<file path="src/sv/fuxc_pkg.sv">
package fuxc_pkg;

  // framing bytes
  localparam logic [7:0] FLAG_BYTE    = 8'h7e;
  localparam logic [7:0] ESC_BYTE     = 8'h7d;
  localparam logic [7:0] ESC_FOR_FLAG = 8'h02;
  localparam logic [7:0] ESC_FOR_ESC  = 8'h01;

  // result kinds
  localparam logic KIND_PAYLOAD   = 1'b0;
  localparam logic KIND_FRAME_END = 1'b1;

  // frame-end status codes
  localparam logic [1:0] ST_OK         = 2'd0;
  localparam logic [1:0] ST_MISMATCH   = 2'd1;
  localparam logic [1:0] ST_BAD_ESCAPE = 2'd2;
  localparam logic [1:0] ST_TOO_SHORT  = 2'd3;

  // saturation point of the unescaped byte count
  localparam logic [1:0] COUNT_MAX = 2'd2;

  typedef struct packed {
    logic       in_frame;
    logic       escape_pending;
    logic [7:0] held_byte;
    logic       held_valid;
    logic [7:0] running_xor;
    logic [1:0] byte_count;
    logic       bad_escape_seen;
  } frame_state_t;

  typedef struct packed {
    logic       valid;
    logic       kind;
    logic [7:0] data_byte;
    logic [1:0] frame_status;
  } result_t;

endpackage

</file>
<file path="src/sv/fuxc_core.sv">
module fuxc_core (
  input  logic               clk,
  input  logic               rst_n,
  input  logic               step,
  input  logic [7:0]         rx_byte,
  output fuxc_pkg::result_t  res
);

  fuxc_pkg::frame_state_t st_r, st_nxt;

  logic       do_accept;
  logic [7:0] accept_val;
  logic       bad;

  always_comb begin
    st_nxt       = st_r;
    res          = '0;
    do_accept    = 1'b0;
    accept_val   = rx_byte;
    bad          = st_r.bad_escape_seen | st_r.escape_pending;

    if (!st_r.in_frame) begin
      // hunting for the opening flag
      if (rx_byte == fuxc_pkg::FLAG_BYTE) begin
        st_nxt          = '0;
        st_nxt.in_frame = 1'b1;
      end
    end else if (rx_byte == fuxc_pkg::FLAG_BYTE) begin
      // closing flag, also opens the next frame
      res.valid = bad | (st_r.byte_count != 2'd0);
      res.kind  = fuxc_pkg::KIND_FRAME_END;
      if (bad) begin
        res.frame_status = fuxc_pkg::ST_BAD_ESCAPE;
      end else if (st_r.byte_count < fuxc_pkg::COUNT_MAX) begin
        res.frame_status = fuxc_pkg::ST_TOO_SHORT;
      end else if (st_r.held_byte != st_r.running_xor) begin
        res.frame_status = fuxc_pkg::ST_MISMATCH;
      end else begin
        res.frame_status = fuxc_pkg::ST_OK;
      end
      st_nxt          = '0;
      st_nxt.in_frame = 1'b1;
    end else if (st_r.escape_pending) begin
      st_nxt.escape_pending = 1'b0;
      if (rx_byte == fuxc_pkg::ESC_FOR_FLAG) begin
        do_accept  = 1'b1;
        accept_val = fuxc_pkg::FLAG_BYTE;
      end else if (rx_byte == fuxc_pkg::ESC_FOR_ESC) begin
        do_accept  = 1'b1;
        accept_val = fuxc_pkg::ESC_BYTE;
      end else begin
        st_nxt.bad_escape_seen = 1'b1;
      end
    end else if (rx_byte == fuxc_pkg::ESC_BYTE) begin
      st_nxt.escape_pending = 1'b1;
    end else begin
      do_accept = 1'b1;
    end

    // held-back byte goes out when the next unescaped byte arrives
    if (do_accept) begin
      if (st_r.held_valid) begin
        res.valid          = 1'b1;
        res.kind           = fuxc_pkg::KIND_PAYLOAD;
        res.data_byte      = st_r.held_byte;
        st_nxt.running_xor = st_r.running_xor ^ st_r.held_byte;
      end
      st_nxt.held_byte  = accept_val;
      st_nxt.held_valid = 1'b1;
      if (st_r.byte_count < fuxc_pkg::COUNT_MAX) begin
        st_nxt.byte_count = st_r.byte_count + 2'd1;
      end
    end
  end

  always_ff @(posedge clk) begin
    if (!rst_n) begin
      st_r <= '0;
    end else if (step) begin
      st_r <= st_nxt;
    end
  end

endmodule

</file>
<file path="src/sv/frame_unescape_xor_check.sv">
// path: a byte is held in the input register, goes through the frame logic, and
// its result is registered in the result register, where the receiver takes it
// throughput: one byte per cycle, sustained while the result side keeps taking
// results; set by the single pass through the unescape and checksum logic
// reset: synchronous active-low rst_n clears the frame state (hunting for the
// first flag) and the valid flags of the input register and the result register
module frame_unescape_xor_check (
  input  logic       clk,
  input  logic       rst_n,
  input  logic       in_valid,
  output logic       in_ready,
  input  logic [7:0] in_rx_byte,
  output logic       out_valid,
  input  logic       out_ready,
  output logic       out_kind,
  output logic [7:0] out_data_byte,
  output logic [1:0] out_frame_status
);

  // input register stage
  logic       s1_valid_r;
  logic [7:0] s1_byte_r;

  // result register
  logic       out_valid_r;
  logic       out_kind_r;
  logic [7:0] out_data_r;
  logic [1:0] out_status_r;

  fuxc_pkg::result_t res;

  logic out_free;
  logic advance;

  // result slot can take a new entry when empty or being emptied this cycle
  assign out_free = !out_valid_r || out_ready;
  // the registered byte goes through the frame logic when the slot is free
  assign advance  = s1_valid_r && out_free;
  // take a fresh byte while the previous one moves on, even with a result waiting
  assign in_ready = !s1_valid_r || out_free;

  fuxc_core u_core (
    .clk     (clk),
    .rst_n   (rst_n),
    .step    (advance),
    .rx_byte (s1_byte_r),
    .res     (res)
  );

  always_ff @(posedge clk) begin
    if (!rst_n) begin
      s1_valid_r <= 1'b0;
    end else if (in_ready) begin
      s1_valid_r <= in_valid;
    end
  end

  // payload register, no reset needed
  always_ff @(posedge clk) begin
    if (in_ready && in_valid) begin
      s1_byte_r <= in_rx_byte;
    end
  end

  always_ff @(posedge clk) begin
    if (!rst_n) begin
      out_valid_r <= 1'b0;
    end else if (out_free) begin
      out_valid_r <= advance && res.valid;
    end
  end

  always_ff @(posedge clk) begin
    if (advance && res.valid && out_free) begin
      out_kind_r   <= res.kind;
      out_data_r   <= res.data_byte;
      out_status_r <= res.frame_status;
    end
  end

  assign out_valid        = out_valid_r;
  assign out_kind         = out_kind_r;
  assign out_data_byte    = out_data_r;
  assign out_frame_status = out_status_r;

  // a frame-end result never carries a data byte
  a_end_data_zero: assert property (@(posedge clk) disable iff (!rst_n)
    (out_valid && out_kind == fuxc_pkg::KIND_FRAME_END) |-> out_data_byte == 8'd0)
    else $error("frame-end result with non-zero data byte");

  // a payload result never carries a status
  a_payload_status_zero: assert property (@(posedge clk) disable iff (!rst_n)
    (out_valid && out_kind == fuxc_pkg::KIND_PAYLOAD) |-> out_frame_status == fuxc_pkg::ST_OK)
    else $error("payload result with non-zero status");

  // input side stalls only behind a waiting result
  a_stall_cause: assert property (@(posedge clk) disable iff (!rst_n)
    !in_ready |-> (out_valid && !out_ready && s1_valid_r))
    else $error("input stalled without a blocked result");

  // nothing is offered straight after reset
  a_reset_clears: assert property (@(posedge clk)
    !rst_n |=> !out_valid)
    else $error("result valid after reset");

endmodule

</file>
<file path="config.mk">
export PLATFORM = sky130hd
export DESIGN_NAME = frame_unescape_xor_check
export DESIGN_NICKNAME = d
export VERILOG_FILES = /design/src/sv/fuxc_pkg.sv /design/src/sv/fuxc_core.sv /design/src/sv/frame_unescape_xor_check.sv
export SDC_FILE = /design/constraint.sdc
export NUM_CORES = 1
export LEC_CHECK = 0
export BUFFER_PORTS_ARGS = -buffer_cell sky130_fd_sc_hd__buf_2
export CAP_MARGIN = 20
export CORE_ASPECT_RATIO = 1.5
export CORE_MARGIN = 4
export CORE_UTILIZATION = 45
export CTS_CLUSTER_DIAMETER = 150
export DETAILED_ROUTE_END_ITERATION = 6
export GPL_TIMING_DRIVEN = 0
export PLACE_DENSITY = 0.67
export SETUP_SLACK_MARGIN = 0.4
export SLEW_MARGIN = 20
export SYNTH_ARGS = -nofsm -noshare
export SYNTH_HDL_FRONTEND = slang
export SYNTH_SLANG_ARGS = --single-unit
</file>
<file path="constraint.sdc">
create_clock -name clk -period 3.95 [get_ports clk]
set_input_delay 0.5925 -clock clk [delete_from_list [all_inputs] [get_ports clk]]
set_output_delay 0.5925 -clock clk [all_outputs]
set_load 0.05 [all_outputs]
</file>
## Word-level counts from Yosys, hierarchy flattened

Index checks and enable logic that the tools add are counted.

- Equal/unequal tests: 7
- Reduce and logical (&&, ||, !) cells: 18
- Multiplexer cells: 31
- Add/subtract/negate cells: 1
- Bitwise gates (word level): 5
- $lt $le $gt $ge: 1

Operators with widths:

| cell | number |
|---|---|
| $mux W8 | 6 |
| $mux W22 | 2 |
| $mux W19 | 2 |
| $mux W10 | 2 |
| $eq A8 B7 Y1 const B | 2 |
| $mux W1 | 14 |
| $mux W2 | 5 |
| $eq A8 B1 Y1 const B | 1 |
| $eq A8 B2 Y1 const B | 1 |
| $ne A8 B8 Y1 | 1 |
| $reduce_and A2 Y1 | 4 |
| $reduce_bool A2 Y1 | 4 |
| $xor A8 B8 Y8 | 1 |
| $reduce_and A5 Y1 | 1 |
| $logic_and A1 B1 Y1 | 4 |
| $ne A2 B1 Y1 const B | 2 |
| $reduce_or A3 Y1 | 1 |
| $add A2 B1 Y2 const B | 1 |
| $logic_not A1 Y1 | 2 |
| $logic_or A1 B1 Y1 | 2 |
| $lt A2 B2 Y1 const B | 1 |
| $not A1 Y1 | 2 |
| $or A1 B1 Y1 | 2 |

- Register bits: 43
- Output and inout port bits: 13
- Input port bits: 12

## Logic depth before layout (Yosys ltp)

- Depth in word-level cells: 9
- Depth in mapped cells: 8

## Cells and area by module

Synthesis repeated with hierarchy kept, for this count alone.

- Cell total of the unflattened synthesis: 208
- Area, all modules: 2129.5 µm²

By module, submodules not included:

| module | instances | sequential area each (µm²) | area each (µm²) | cells each |
|---|---|---|---|---|
| fuxc_core | 1 | 440.4 | 1446.4 | 176 |
| frame_unescape_xor_check | 1 | 610.6 | 683.2 | 32 |

## Worst setup path after synthesis

OpenSTA, ideal clock, no wires.

- Kind: register to register
- Start: register s1_byte_r[7]
- End: register out_data_r[0] (netlist: out_data_byte[0]) (enable)
- Buffers on the path: 0
- Stages on the path, launching flop included: 6
- Setup time: 0.345 ns
- Arrival: 2.276 ns
- Required time: 3.605 ns
- Clock period less this slack: 2.621 ns
- Setup slack: 1.329 ns
- Path through: edfxtp_1 or4_4 o41a_1 nor4_2 nand2_1 nand2_1

- Longest elaborated chain between the ends: 9

Ends and longest elaborated chain:

| what | line | RTL |
|---|---|---|
| start: declaration | frame_unescape_xor_check.sv:22 | `logic [7:0] s1_byte_r;` |
| start signal: assignment | frame_unescape_xor_check.sv:61 | `s1_byte_r <= in_rx_byte;` |
| $eq A8 B1 Y1 | fuxc_core.sv:48 | `end else if (rx_byte == fuxc_pkg::ESC_FOR_ESC) begin` |
| $mux W1 | fuxc_core.sv:48 |  |
| $mux W1 | fuxc_core.sv:45 | `if (rx_byte == fuxc_pkg::ESC_FOR_FLAG) begin` |
| $mux W1 | fuxc_core.sv:43 | `end else if (st_r.escape_pending) begin` |
| $mux W1 | fuxc_core.sv:28 | `end else if (rx_byte == fuxc_pkg::FLAG_BYTE) begin` |
| $mux W1 | fuxc_core.sv:22 | `if (!st_r.in_frame) begin` |
| $mux W10 (*) | fuxc_core.sv:61 | `if (do_accept) begin` |
| $logic_and A1 B1 Y1 (*) (2 in series) | frame_unescape_xor_check.sv:74 | `if (advance && res.valid && out_free) begin` |
| end signal: assignment | frame_unescape_xor_check.sv:76 | `out_data_r <= res.data_byte;` |
| end: declaration | frame_unescape_xor_check.sv:27 | `logic [7:0] out_data_r;` |

Every way passes the cells marked *; elsewhere a longest branch is shown, timed or not.
A chain may end at the register's enable or synchronous reset.

## Worst setup path after layout

- Start: register s1_byte_r[7]
- End: register out_data_r[4] (netlist: out_data_byte[4]) (enable)

The elaborated chain is that of the path after synthesis.

==> results.json <==
{
  "status": "finished clean",
  "worstReg2RegEnd": "out_data_byte[4]",
  "clk_pin_slew_worst_paths_ns": 0.08,
  "whs_path_depth": 2,
  "cts_buffer_depth": 2,
  "slew_headroom": 0.384,
  "cap_violations": 0,
  "reg2reg_slack_ns": 0.86,
  "drive_gt1_frac": 0.184,
  "yosys_warnings": 0,
  "cts_tree": "yes",
  "crit_path_end_kind": "flop",
  "cts_setup_buffers": 0,
  "crit_type": "reg2reg",
  "hpwl_um": 2840,
  "antennaDiodeCount": 0,
  "fin_ws_ns": 0.861,
  "finalMaxSlewViolations": 0,
  "die_area_sq_mm": 0.00540,
  "grt_pass1_vias": 1423,
  "leakagePower_nw": 0.796,
  "min_to": "u_core.st_r[11]",
  "crit_required_ns": 3.90,
  "synth_area_leaders": "edfxtp_1 (30%), dfxtp_1 (25%), nand2_1 (6.3%)",
  "syn_nets": 203,
  "ys_types": 36,
  "gp_congestion": 0.857,
  "place_ws_ns": 0.840,
  "drt-total-wl_um": 3860,
  "start_util": 0.477,
  "die_x_um": 61.4,
  "synth_area_leader_cell": "edfxtp_1",
  "cts_made_buffers": 5,
  "synth_top_area_frac": 0.297,
  "nNetsFinal": 234,
  "cts_num_sinks": 43,
  "grt_max_degree": 14,
  "num_vias": 1497,
  "synth-seq-cells": 43,
  "grt_pass1_wl_um": 6400,
  "io_pins": 25,
  "hold_violations": 0,
  "clk_latency_ns": 0.30,
  "cts_root_buffer": "clkbuf_8",
  "syn_to_final_growth_pct": 13.5,
  "drtAntennaViolNets": 0,
  "synth_area_sq_mm": 0.00192,
  "hp-class": "reg2reg",
  "ir_drop_v": 0.000284,
  "ys.flop_type": "dfxtp_1",
  "synth_edf_count": 19,
  "avgViaCountPerCell": 5.59,
  "wl_per_cell_um": 14.4,
  "setup_tns_ns": 0,
  "fmax_mhz": 324,
  "synth_commonest_cells": "nand2_1 (32), dfxtp_1 (24), edfxtp_1 (19), nor2b_1 (17)",
  "ctsResizeCount": 0,
  "synth_cells": 191,
  "critPathMaxFanout": 11,
  "reg2reg_depth": 5,
  "drtPass1Iterations": 4,
  "cp_data_arrival_time_ns": 3.04,
  "ys_async_sr_fraction": 0,
  "drtIter0Drc": 44,
  "cts_hold_buffers": 0,
  "worst_pin_slew_ns": 0.916,
  "crit_path_start_kind": "flop",
  "antenna_found_initial": 0,
  "htreeDepth": 2,
  "multi_input_area_sq_um": 806,
  "synth-seq-area-share": 0.547,
  "core_area_sq_mm": 0.00403,
  "die_height_um": 88.0,
  "fin_skew_ns": 0.00522,
  "hp-start": "u_core.st_r[11]",
  "seq_area_sq_mm": 0.00105,
  "drc_errors": 0,
  "fin_crit_ns": 3.09,
  "finalCritPeriodShare": 0.782,
  "finalSetupViolCount": 0,
  "overflow": 0,
  "io_buffer_count": 24,
  "avgSynthCellArea_sq_um": 10.1,
  "synth.most_common_cell": "nand2_1",
  "grt.total_usage": 0.163,
  "power_density_mw_per_mm2": 353,
  "rows": 28,
  "r2r_start": "s1_byte_r[7]",
  "fill_cells": 356,
  "rsz0062_at_grt": "false"
}
-- layer usage --
layer | share of wire | track usage | up-vias
li1 | - | - | 763
met4 | 0.026 | 0.0753 | 0
met1 | 0.40 | 0.183 | 672
met3 | 0.058 | 0.0442 | 10
met2 | 0.52 | 0.280 | 52
met5 | 0 | 0 | -
-- how the worst max path moves through the flow --
stage / start / endpoint / slack [ns] / depth (start not counted)
finish: s1_byte_r[7] / out_data_byte[4] / 0.86 / 5
global route: s1_byte_r[7] / out_data_byte[5] / 0.60 / 5
CTS: s1_byte_r[7] / out_data_byte[4] / 0.84 / 5
detailed placement: s1_byte_r[7] / out_data_byte[5] / 0.84 / 5
global placement: s1_byte_r[7] / out_data_byte[4] / 0.90 / 5
floorplan: s1_byte_r[7] / out_data_byte[0] / 1.33 / 5
-- power breakdown --
part           internal (mW)  switching, mW  leakage (nW)
clock                  0.121          0.149        0.0477
combinational        0.00919         0.0140         0.401
sequential             0.470        0.00805         0.348
total                  0.600          0.171         0.796
-- layout by cell type (no fill, tap or decap), types with 3 or more instances in the layout --
master     count
nand3_1        7
nor2b_1       17
o2111ai_1     10
inv_1          4
nor2_1         7
dfxtp_1       24
edfxtp_1      19
clkbuf_8       5
a21oi_1        8
o21ai_0        8
buf_2         25
nor4_1         7
and2_1        10
o311a_1        5
clkbuf_1       7
clkinv_2       3
nand2_1       32
-- worst max-delay path: stages (launching register included) --
cell and delay (ns):
edfxtp_1 0.41, or4_4 0.54, o41a_1 0.42, nor4_2 0.81, nand2_1 0.18, nand2_1 0.39
-- per-stage QoR --
step / power (mW) / instance area, sq um / cells / hold WS (ns) / utilization
after floorplan: 0.499 / 1920 / 191 / 0.436 / -
after global placement: 0.511 / 2100 / 260 / 0.446 / 0.521
after detailed placement: 0.511 / 2100 / 260 / 0.448 / 0.521
after CTS: 0.777 / 2180 / 268 / 0.457 / 0.542
after global routing: 0.802 / 2180 / 268 / 0.451 / 0.542
final: 0.771 / 2180 / 268 / 0.462 / 0.542
-- sequential cells by signal (all words and copies together), names as in the netlist --
register / cells
out_kind: 1
s1_byte_r: 8
out_valid: 1
out_frame_status: 2
s1_valid_r: 1
out_data_byte: 8
u_core.st_r: 22
-- final cells by class --
| cell class | instances | share of cell area |
|---|---|---|
| Inverter | 4 | 0.00688 |
| Tap cell | 45 | 0.0258 |
| Clock inverter | 3 | 0.00688 |
| Buffer | 10 | 0.0229 |
| Clock buffer | 5 | 0.0315 |
| Timing Repair Buffer | 24 | 0.0550 |
| Multi-Input combinational cell | 134 | 0.369 |
| Sequential cell | 43 | 0.482 |
-- kinds of logic after synthesis --
logic type	count (synthesis)	share of synthesized area
AO/OA/AOI/OAI	38	0.145
multiplexers	1	0.00586
AND/OR/NAND/NOR	92	0.255
flip-flops	43	0.547
XOR/XNOR	3	0.0137
buffers and inverters	14	0.0339
(Power assumes the default switching activity.)
